==> config.mk <==
export PLATFORM = sky130hd
export DESIGN_NAME = dlvc_ram
export DESIGN_NICKNAME = d
export VERILOG_FILES = /design/src/hw/rtl/dlvc_ram.sv
export SDC_FILE = /design/constraint.sdc
export NUM_CORES = 1
export LEC_CHECK = 0
export BUFFER_PORTS_ARGS = -buffer_cell sky130_fd_sc_hd__buf_2
export CAP_MARGIN = 20
export CORE_UTILIZATION = 25
export CTS_BUF_LIST = sky130_fd_sc_hd__clkbuf_16
export CTS_CLUSTER_SIZE = 25
export DETAILED_ROUTE_END_ITERATION = 7
export GPL_ROUTABILITY_DRIVEN = 0
export GPL_TIMING_DRIVEN = 0
export SLEW_MARGIN = 20
export SYNTH_ARGS = -nofsm -noshare
export SYNTH_HDL_FRONTEND = slang
export SYNTH_SLANG_ARGS = --single-unit
==> constraint.sdc <==
create_clock -name clock -period 4 [get_ports clock]
set_input_delay 0.6 -clock clock [delete_from_list [all_inputs] [get_ports clock]]
set_output_delay 0.6 -clock clock [all_outputs]
set_load 0.01 [all_outputs]
==> src/hw/rtl/dlvc_ram.sv <==
module dlvc_ram #(
   parameter int WIDTH = 8,
   parameter int DEPTH = 16,
   localparam int ADDR_W = (DEPTH > 1) ? $clog2(DEPTH) : 1
) (
   input  logic              clock,
   input  logic              wr_en,
   input  logic [ADDR_W-1:0] wr_addr,
   input  logic [WIDTH-1:0]  wr_data,
   input  logic [ADDR_W-1:0] rd_addr,
   output logic [WIDTH-1:0]  rd_data
);

   logic [WIDTH-1:0] mem [DEPTH];

   // A read at the address being written returns the old contents.
   always_ff @(posedge clock) begin
      if (wr_en) begin
         mem[wr_addr] <= wr_data;
      end
      rd_data <= mem[rd_addr];
   end

endmodule

==> flow_metrics.env, run 1 <==
export IMPL_die_area_um2=21170
export IMPL_hp_class="input port to flop"
export IMPL_clk_latency_ns=0.41
export IMPL_numCtsBuffers=17
export IMPL_clk_path_buf_depth=2
export IMPL_pwr_density_cell_nw_per_um2=545.4
export IMPL_drc=0
export IMPL_ys_warnings_count=0
export IMPL_areaGrowthSynthToFinish_pct=21.63
export IMPL_mostFrequentLayoutCells="128 x edfxtp_1, 27 x buf_2, 18 x mux4_2"
export IMPL_slew_headroom_pct=40.70
export IMPL_grt_usage_pct=10.24
export IMPL_syn_num_nets=247
export IMPL_netlist_area_um2=5147
export IMPL_io_pins=26
export IMPL_cp_max_fo=8
export IMPL_p_sw_uw=661.8
export IMPL_period_minus_slack_ns=1.845
export IMPL_holdWs_ns=0.5784
export IMPL_startpoint_type="input port"
export IMPL_rsz0062_at_grt="false"
export IMPL_antenna_found_initial=1
export IMPL_grt_max_degree=17
export IMPL_die_h_um=145.5
export IMPL_worst_ep_arrival_time_ns=1.88
export IMPL_synth_distinct_cells=19
export IMPL_power_frac_clock_pct=48.5
export IMPL_cpMaxStageDelayCell="nor2_1"
export IMPL_overflow=0
export IMPL_core_um2=20230
export IMPL_cap_violations=0
export IMPL_endpoint_kind="flop"
export IMPL_synthCells=229
export IMPL_final_fill_count=1936
export IMPL_tns_ns=0
export IMPL_critPathTopFamily="simple AND/OR/NAND/NOR gates"
export IMPL_dieWidth_um=145.5
export IMPL_synth_avg_cell_area_um2=22.48
export IMPL_path_class="input port to flop"
export IMPL_io_buffers=24
export IMPL_swShare_pct=19.38
export IMPL_detail_route_antenna_nets=0
export IMPL_htreeDepth=4
export IMPL_initial_core_util_pct=25.44
export IMPL_final_area_um2=6261
export IMPL_dp_slack_ns=1.698
export IMPL_drtPass1Iterations=4
export IMPL_drt_wl_total_mm=10.11
export IMPL_clkSinkCount=136
export IMPL_vias_per_cell=4.200
export IMPL_finalCritPeriodShare_pct=46.13
export IMPL_p_int_mw=2.753
export IMPL_clockRootBuffer="clkbuf_16"
export IMPL_max_stage_delay_ns=0.64
export IMPL_hold_viol=0
export IMPL_post_cts_resized=0
export IMPL_placed_cells=523
export IMPL_finalClockSkew_ns=0.009157
export IMPL_hold_buffers=0
export IMPL_dp_hpwl_mm=6.577
export IMPL_fin_util_pct=30.94
export IMPL_grt_pass1_vias=2465
export IMPL_ys_seq_elements=136
export IMPL_stdcell_count=555
export IMPL_wl_per_cell_um=18.22
export IMPL_cts_setup_buffers=0
export IMPL_worstPathRequired_ns=4.04
export IMPL_power_leakage_nw=2.050
export IMPL_setup_viol=0
export IMPL_grt_pass1_wl_mm=15.27
export IMPL_diodes=0
export IMPL_seq_power_share_pct=46.9
export IMPL_multi_input_area_um2=1077
export IMPL_ys_seq_area_share_pct=77.78
export IMPL_drv_slew=0
export IMPL_crit_chain="buf_2 -> or3b_2 -> nor2_1"
export IMPL_layout_commonest_cell="edfxtp_1"
export IMPL_power_frac_comb_pct=4.6
export IMPL_setup_ws_ns=2.155
export IMPL_worst_slew_pin_transition_ns=0.8863
export IMPL_register_area_um2=4004
export IMPL_max_freq_ghz=0.5420
export IMPL_nets=290
export IMPL_vdd_ir_drop_max_mv=0.3159
export IMPL_status="completed"
export IMPL_rows=52
export IMPL_total_power_mw=3.415
export IMPL_path_buf_inv=1
export IMPL_clkTransAtPathRegs_ns=0.06
export IMPL_placed_area_um2=5625
export IMPL_drive_above_1_share_pct=29.82
export IMPL_drtIter0Drc=315
export IMPL_num_vias=2331
export IMPL_cts_tree="done"
[power by group through the flow]
stage / Sequential, mW / Clock (mW) / Combinational [mW]
after detailed placement: 1.63 / 0 / 0.159
after CTS: 1.60 / 1.68 / 0.160
after floorplan: 1.63 / 0 / 0.0809
after global routing: 1.60 / 1.74 / 0.170
final: 1.60 / 1.66 / 0.157
after global placement: 1.63 / 0 / 0.155
[layer usage]
metal  vias up  wire length (um)  global-route usage, %
met5         -                13                      0
met4         2                91                  3.263
met3         9               654                  3.730
met2        64              4721                  15.63
met1      1198              4631                  13.55
li1       1058                 -                      -
[synth_stat cells]
cell type	number	area (um^2)
and2b_1	1	7.510
or3b_2	1	8.760
nor2_1	13	48.80
nand2_1	9	33.78
buf_2	3	15.01
nand3b_1	2	15.01
mux4_1	14	367.9
clkdlybuf4s25_2	3	30.03
buf_4	1	7.510
a22oi_1	16	120.1
buf_6	3	33.78
nand3_1	1	5.000
nor3_1	4	20.02
edfxtp_1	128	3844
dfxtp_1	8	160.2
and2_1	1	6.260
nor2b_1	1	6.260
mux4_2	18	405.4
nand2b_1	2	12.51
[cell type report]
class / instances / share of cell area [%]
multi-input combinational: 83 / 17.21
sequential: 136 / 63.95
clock inverter: 15 / 3.357
buffer: 10 / 1.379
timing repair buffer: 24 / 1.918
clock buffer: 17 / 6.795
tap: 270 / 5.396
[worst paths after layout]
kind / startpoint / cells past startpoint / endpoint / slack [ns]
min reg2reg: mem[12][2]$_DFFE_PP_ / 3 / rd_data[2]$_DFF_P_ / 0.68
max reg2reg: mem[0][2]$_DFFE_PP_ / 3 / rd_data[2]$_DFF_P_ / 2.46
max: wr_addr[2] / 3 / mem[3][6]$_DFFE_PP_ / 2.15
min: wr_data[6] / 1 / mem[13][6]$_DFFE_PP_ / 0.58
[sequential cells by signal (all words and copies together) (netlist names)]
| register | cells |
|---|---|
| rd_data | 8 |
| mem | 128 |
[worst reg2reg max path: stages (launching register included)]
cell      delay, ns
edfxtp_1       0.36
mux4_1         0.53
a22oi_1        0.42
nand2_1        0.10
[logic make-up after synthesis]
family,count (synthesis),synth area share (%)
DFF,136,77.78
and+or+nand+nor,35,3.184
buffers and inverters,10,1.677
muxes,32,15.02
AOI/OAI and AO/OA,16,2.334
Note: power is estimated with default switching activity, not from simulation.
==> inputs of run 2 (changes only) <==
- clock period: 4 -> 1.6 ns (I/O delays scaled with it)
==> run 2 against run 1 <==
Core utilization up 0.062 points; register-to-register slack got worse by 2.4 ns; via count is 5.6% higher; combinational power grew to 2.6 times the previous value; cell count unchanged; clock skew shrank 0.0030 ns; clock power rose to 2.6 times the previous value; sequential cell count unchanged; wire length grew 5.6%; total power grew to 2.5 times the previous value; design area is 0.20% higher; sequential share of layout area down 0.13 points.
==> flow_metrics.env, run 2 (synthesized netlist as in run 1, its figures left out) <==
export IMPL_worst_ep_arrival_time_ns=1.83
export IMPL_vdd_ir_drop_max_mv=0.7736
export IMPL_hp_class="input port to flop"
export IMPL_numCtsBuffers=17
export IMPL_drive_above_1_share_pct=30.88
export IMPL_grt_max_degree=17
export IMPL_worst_slew_pin_transition_ns=0.8820
export IMPL_grt_pass1_wl_mm=15.76
export IMPL_io_pins=26
export IMPL_power_frac_clock_pct=49.3
export IMPL_cp_max_fo=1
export IMPL_power_leakage_nw=2.055
export IMPL_register_area_um2=4004
export IMPL_rr_endpoint="rd_data[0]$_DFF_P_"
export IMPL_dp_hpwl_mm=6.794
export IMPL_finalCritPeriodShare_pct=97.14
export IMPL_post_cts_resized=0
export IMPL_top_register="mem"
export IMPL_holdPathStages=1
export IMPL_dp_slack_ns=-0.3605
export IMPL_cts_setup_buffers=0
export IMPL_final_fill_count=1925
export IMPL_reg2regPathDepth=3
export IMPL_mostFrequentLayoutCells="128 x edfxtp_1, 27 x buf_2, 18 x mux4_2"
export IMPL_setup_viol=0
export IMPL_detail_route_antenna_nets=0
export IMPL_drt_wl_total_mm=10.68
export IMPL_p_sw_mw=1.777
export IMPL_status="completed"
export IMPL_hold_viol=0
export IMPL_total_power_mw=8.690
export IMPL_power_frac_comb_pct=4.6
export IMPL_clkSinkCount=136
export IMPL_areaGrowthSynthToFinish_pct=21.88
export IMPL_overflow=0
export IMPL_htreeDepth=4
export IMPL_setup_ws_ns=0.04583
export IMPL_whs_endpoint="mem[15][6]$_DFFE_PP_"
export IMPL_drv_slew=0
export IMPL_period_minus_slack_ns=1.554
export IMPL_die_area_um2=21170
export IMPL_grt_usage_pct=10.70
export IMPL_final_area_um2=6274
export IMPL_core_um2=20230
export IMPL_stdcell_count=555
export IMPL_placed_cells=523
export IMPL_drtPass1Iterations=5
export IMPL_clockRootBuffer="clkbuf_16"
export IMPL_timing_rr_start="mem[1][0]$_DFFE_PP_"
export IMPL_reg_top3="mem: 128 flops, rd_data: 8 flops"
export IMPL_dieWidth_um=145.5
export IMPL_clk_path_buf_depth=2
export IMPL_swShare_pct=20.45
export IMPL_nets=290
export IMPL_clk_latency_ns=0.42
export IMPL_rrSetupSlack_ns=0.05
export IMPL_rows=52
export IMPL_drtIter0Drc=277
export IMPL_layout_commonest_cell="edfxtp_1"
export IMPL_finalClockSkew_ns=0.006170
export IMPL_hold_buffers=0
export IMPL_vias_per_cell=4.434
export IMPL_slew_headroom_pct=40.99
export IMPL_endpoint_kind="flop"
export IMPL_cts_tree="done"
export IMPL_initial_core_util_pct=25.44
export IMPL_antenna_found_initial=0
export IMPL_max_freq_ghz=0.6434
export IMPL_path_class="flop to flop"
export IMPL_holdWs_ns=0.2212
export IMPL_grt_pass1_vias=2539
export IMPL_diodes=0
export IMPL_drc=0
export IMPL_startpoint_type="flop"
export IMPL_clkTransAtPathRegs_ns=0.06
export IMPL_rsz0062_at_grt="false"
export IMPL_cp_startpoint="mem[1][0]$_DFFE_PP_"
export IMPL_wl_per_cell_um=19.24
export IMPL_tns_ns=0
export IMPL_fin_util_pct=31.00
export IMPL_multi_input_area_um2=1077
export IMPL_worstPathRequired_ns=1.87
export IMPL_cap_violations=0
export IMPL_largest_reg_flops=128
export IMPL_seq_power_share_pct=46.0
export IMPL_io_buffers=24
export IMPL_hp_start="wr_data[6]"
export IMPL_placed_area_um2=5625
export IMPL_p_int_mw=6.913
export IMPL_num_vias=2461
export IMPL_die_h_um=145.5
export IMPL_pwr_density_cell_nw_per_um2=1385
[run 2: cell types whose count changed in the layout (fill, tap and decap cells not counted)]
cell	before	now
clkinv_1	2	1
clkinv_2	1	2
clkinvlp_4	3	2
inv_1	2	0
inv_6	0	3
[run 2: how the worst max path moves through the flow]
| stage | endpoint | slack [ns] |
|---|---|---|
| floorplan | mem[3][0]$_DFFE_PP_ | 0.09 |
| global placement | mem[4][5]$_DFFE_PP_ | -0.44 |
| detailed placement | mem[2][0]$_DFFE_PP_ | -0.36 |
| CTS | rd_data[1]$_DFF_P_ | 0.07 |
| global route | rd_data[2]$_DFF_P_ | 0.01 |
| finish | rd_data[0]$_DFF_P_ | 0.05 |
[run 2: routing by layer]
metal / routed length [um] / GRT usage (%) / share of wire (%)
met1: 4623 / 13.88 / 43
met2: 5089 / 16.39 / 48
met3: 834 / 3.260 / 7.8
met4: 132 / 5.053 / 1.2
met5: 0 / 0 / 0
[run 2: layout make-up]
type | instances | area share [%]
repair buffers | 24 | 1.915
multi-input cells | 83 | 17.17
clock buffers | 17 | 6.781
flip-flops and latches | 136 | 63.82
well taps | 270 | 5.385
clock inverters | 15 | 3.550
plain buffers | 10 | 1.376
[run 2: worst max-delay path, cell delays in order, from the launching register on]
cell and delay (ns):
edfxtp_1 0.36, mux4_1 0.55, a22oi_1 0.33, nand2_1 0.16
[run 2: power by group through the flow]
stage	clock, mW	sequential [mW]	combinational [mW]
6_report	4.29	4.00	0.402
5_1_grt	4.48	4.01	0.428
4_1_cts	4.34	4.00	0.405
3_5_place_dp	0	4.08	0.403
3_3_place_gp	0	4.07	0.389
2_1_floorplan	0	4.09	0.202
==> inputs of run 3 (changes only) <==
- CORE_UTILIZATION: 25 -> 35
==> run 3 against run 2 <==
Sequential cell count stayed put; largest power group is now registers; worst setup slack better by 0.0039 ns; die area is 28% lower; critical path depth stayed put; clock skew hardly changed; via count is 2.9% lower.
==> flow_metrics.env, run 3 (synthesized netlist as in run 1, its figures left out) <==
export IMPL_status="completed"
export IMPL_seq_power_share_pct=49.5
export IMPL_die_h_um=123.3
export IMPL_drt_wl_total_mm=10.30
export IMPL_setup_viol=0
export IMPL_critPathTopFamily="multiplexers"
export IMPL_power_frac_comb_pct=4.9
export IMPL_diodes=0
export IMPL_endpoint_kind="flop"
export IMPL_htreeDepth=4
export IMPL_areaGrowthSynthToFinish_pct=18.06
export IMPL_initial_core_util_pct=36.52
export IMPL_clkSinkCount=136
export IMPL_path_class="flop to flop"
export IMPL_cp_max_fo=1
export IMPL_period_minus_slack_ns=1.550
export IMPL_slew_headroom_pct=43.78
export IMPL_post_cts_resized=0
export IMPL_reg_top3="mem: 128 flops, rd_data: 8 flops"
export IMPL_detail_route_antenna_nets=0
export IMPL_grt_usage_pct=15.35
export IMPL_finalCritPeriodShare_pct=96.89
export IMPL_grt_pass1_vias=2583
export IMPL_holdWs_ns=0.2193
export IMPL_cpMaxStageDelayCell="mux4_1"
export IMPL_dieWidth_um=123.3
export IMPL_highest_layer="met4"
export IMPL_hp_class="input port to flop"
export IMPL_hold_buffers=0
export IMPL_startpoint_type="flop"
export IMPL_max_freq_ghz=0.6450
export IMPL_numCtsBuffers=17
export IMPL_worst_ep_arrival_time_ns=1.83
export IMPL_io_buffers=24
export IMPL_vdd_ir_drop_max_mv=0.8635
export IMPL_p_int_mw=6.403
export IMPL_die_area_um2=15200
export IMPL_wl_per_cell_um=22.15
export IMPL_stdcell_count=465
export IMPL_layout_commonest_cell="edfxtp_1"
export IMPL_grt_pass1_wl_mm=15.54
export IMPL_worst_slew_pin_transition_ns=0.8402
export IMPL_grt_max_degree=17
export IMPL_core_um2=14100
export IMPL_clk_latency_ns=0.42
export IMPL_clockRootBuffer="clkbuf_16"
export IMPL_largest_reg_flops=128
export IMPL_drv_slew=0
export IMPL_p_sw_mw=1.687
export IMPL_clk_path_buf_depth=2
export IMPL_power_leakage_nw=2.009
export IMPL_num_vias=2389
export IMPL_placed_cells=433
export IMPL_top_register="mem"
export IMPL_max_stage_delay_ns=0.56
export IMPL_dr_wl_met2_mm=5.128
export IMPL_worstPathRequired_ns=1.88
export IMPL_drc=0
export IMPL_drtIter0Drc=188
export IMPL_drive_above_1_share_pct=29.47
export IMPL_drtPass1Iterations=4
export IMPL_rows=43
export IMPL_dp_hpwl_mm=6.509
export IMPL_nets=290
export IMPL_power_frac_clock_pct=45.7
export IMPL_hold_viol=0
export IMPL_finalClockSkew_ns=0.005960
export IMPL_vias_per_cell=5.138
export IMPL_swShare_pct=20.85
export IMPL_crit_chain="mux4_1 -> a22oi_1 -> nand2_1"
export IMPL_mostFrequentLayoutCells="128 x edfxtp_1, 27 x buf_2, 18 x mux4_2"
export IMPL_wl_met1_mm=4.272
export IMPL_rsz0062_at_grt="false"
export IMPL_cts_tree="done"
export IMPL_overflow=0
export IMPL_pwr_density_cell_nw_per_um2=1331
export IMPL_total_power_mw=8.089
export IMPL_cts_setup_buffers=0
export IMPL_clkTransAtPathRegs_ns=0.06
export IMPL_antenna_found_initial=0
export IMPL_io_pins=26
export IMPL_path_buf_inv=0
export IMPL_wl_met3_um=688
export IMPL_cap_violations=0
[run 3: cell count changes in the layout (fill, tap and decap cells not counted), sizes merged]
cell and change:
bufinv -3, clkinvlp +3, clkinv +1, inv -1
[run 3: area by class of cell]
class                   instances  area, um^2
fillers                      1228        8019
flip-flops and latches        136        4004
multi-input cells              83        1077
clock buffers                  17       425.4
well taps                     180       225.2
clock inverters                15       138.9
repair buffers                 24       120.1
plain buffers                  10       86.33
[run 3: power by group through the flow]
stage	Combinational [mW]	Sequential [mW]	Clock, mW
2_1_floorplan	0.202	4.09	0
3_3_place_gp	0.390	4.07	0
3_5_place_dp	0.400	4.08	0
4_1_cts	0.401	4.00	3.74
5_1_grt	0.425	4.01	3.88
6_report	0.392	4.00	3.69
[run 3: layer usage]
layer,vias to the layer above,track usage (%)
met5,-,0
met4,0,6.476
met3,18,5.028
met2,74,24.09
met1,1237,19.57
li1,1060,-
[run 3: path summary, 6_finish.rpt]
kind | slack [ns] | endpoint | depth (start not counted) | from
max reg2reg | 0.05 | rd_data[2]$_DFF_P_ | 3 | mem[1][2]$_DFFE_PP_
max | 0.05 | rd_data[2]$_DFF_P_ | 3 | mem[1][2]$_DFFE_PP_
min | 0.22 | mem[1][6]$_DFFE_PP_ | 1 | wr_data[6]
min reg2reg | 0.67 | rd_data[7]$_DFF_P_ | 3 | mem[13][7]$_DFFE_PP_
[run 3: worst register-to-register path, delay by kind of cell, from the launching register on]
| family | cells | cell delay [ns] |
|---|---|---|
| mux | 1 | 0.56 |
| compound gates | 1 | 0.39 |
| flops | 1 | 0.34 |
| simple gates | 1 | 0.13 |
[run 3: metrics by stage]
step | util (%) | area (um^2) | TNS [ns] | worst slack (ns)
final | 43.11 | 6077 | 0 | 0.04968
after global routing | 43.11 | 6077 | 0 | 0.02180
after CTS | 43.11 | 6077 | 0 | 0.08750
after detailed placement | 39.11 | 5513 | -16.65 | -0.3269
after global placement | 39.00 | 5498 | -24.42 | -0.4876
after floorplan | - | 5152 | 0 | 0.09385
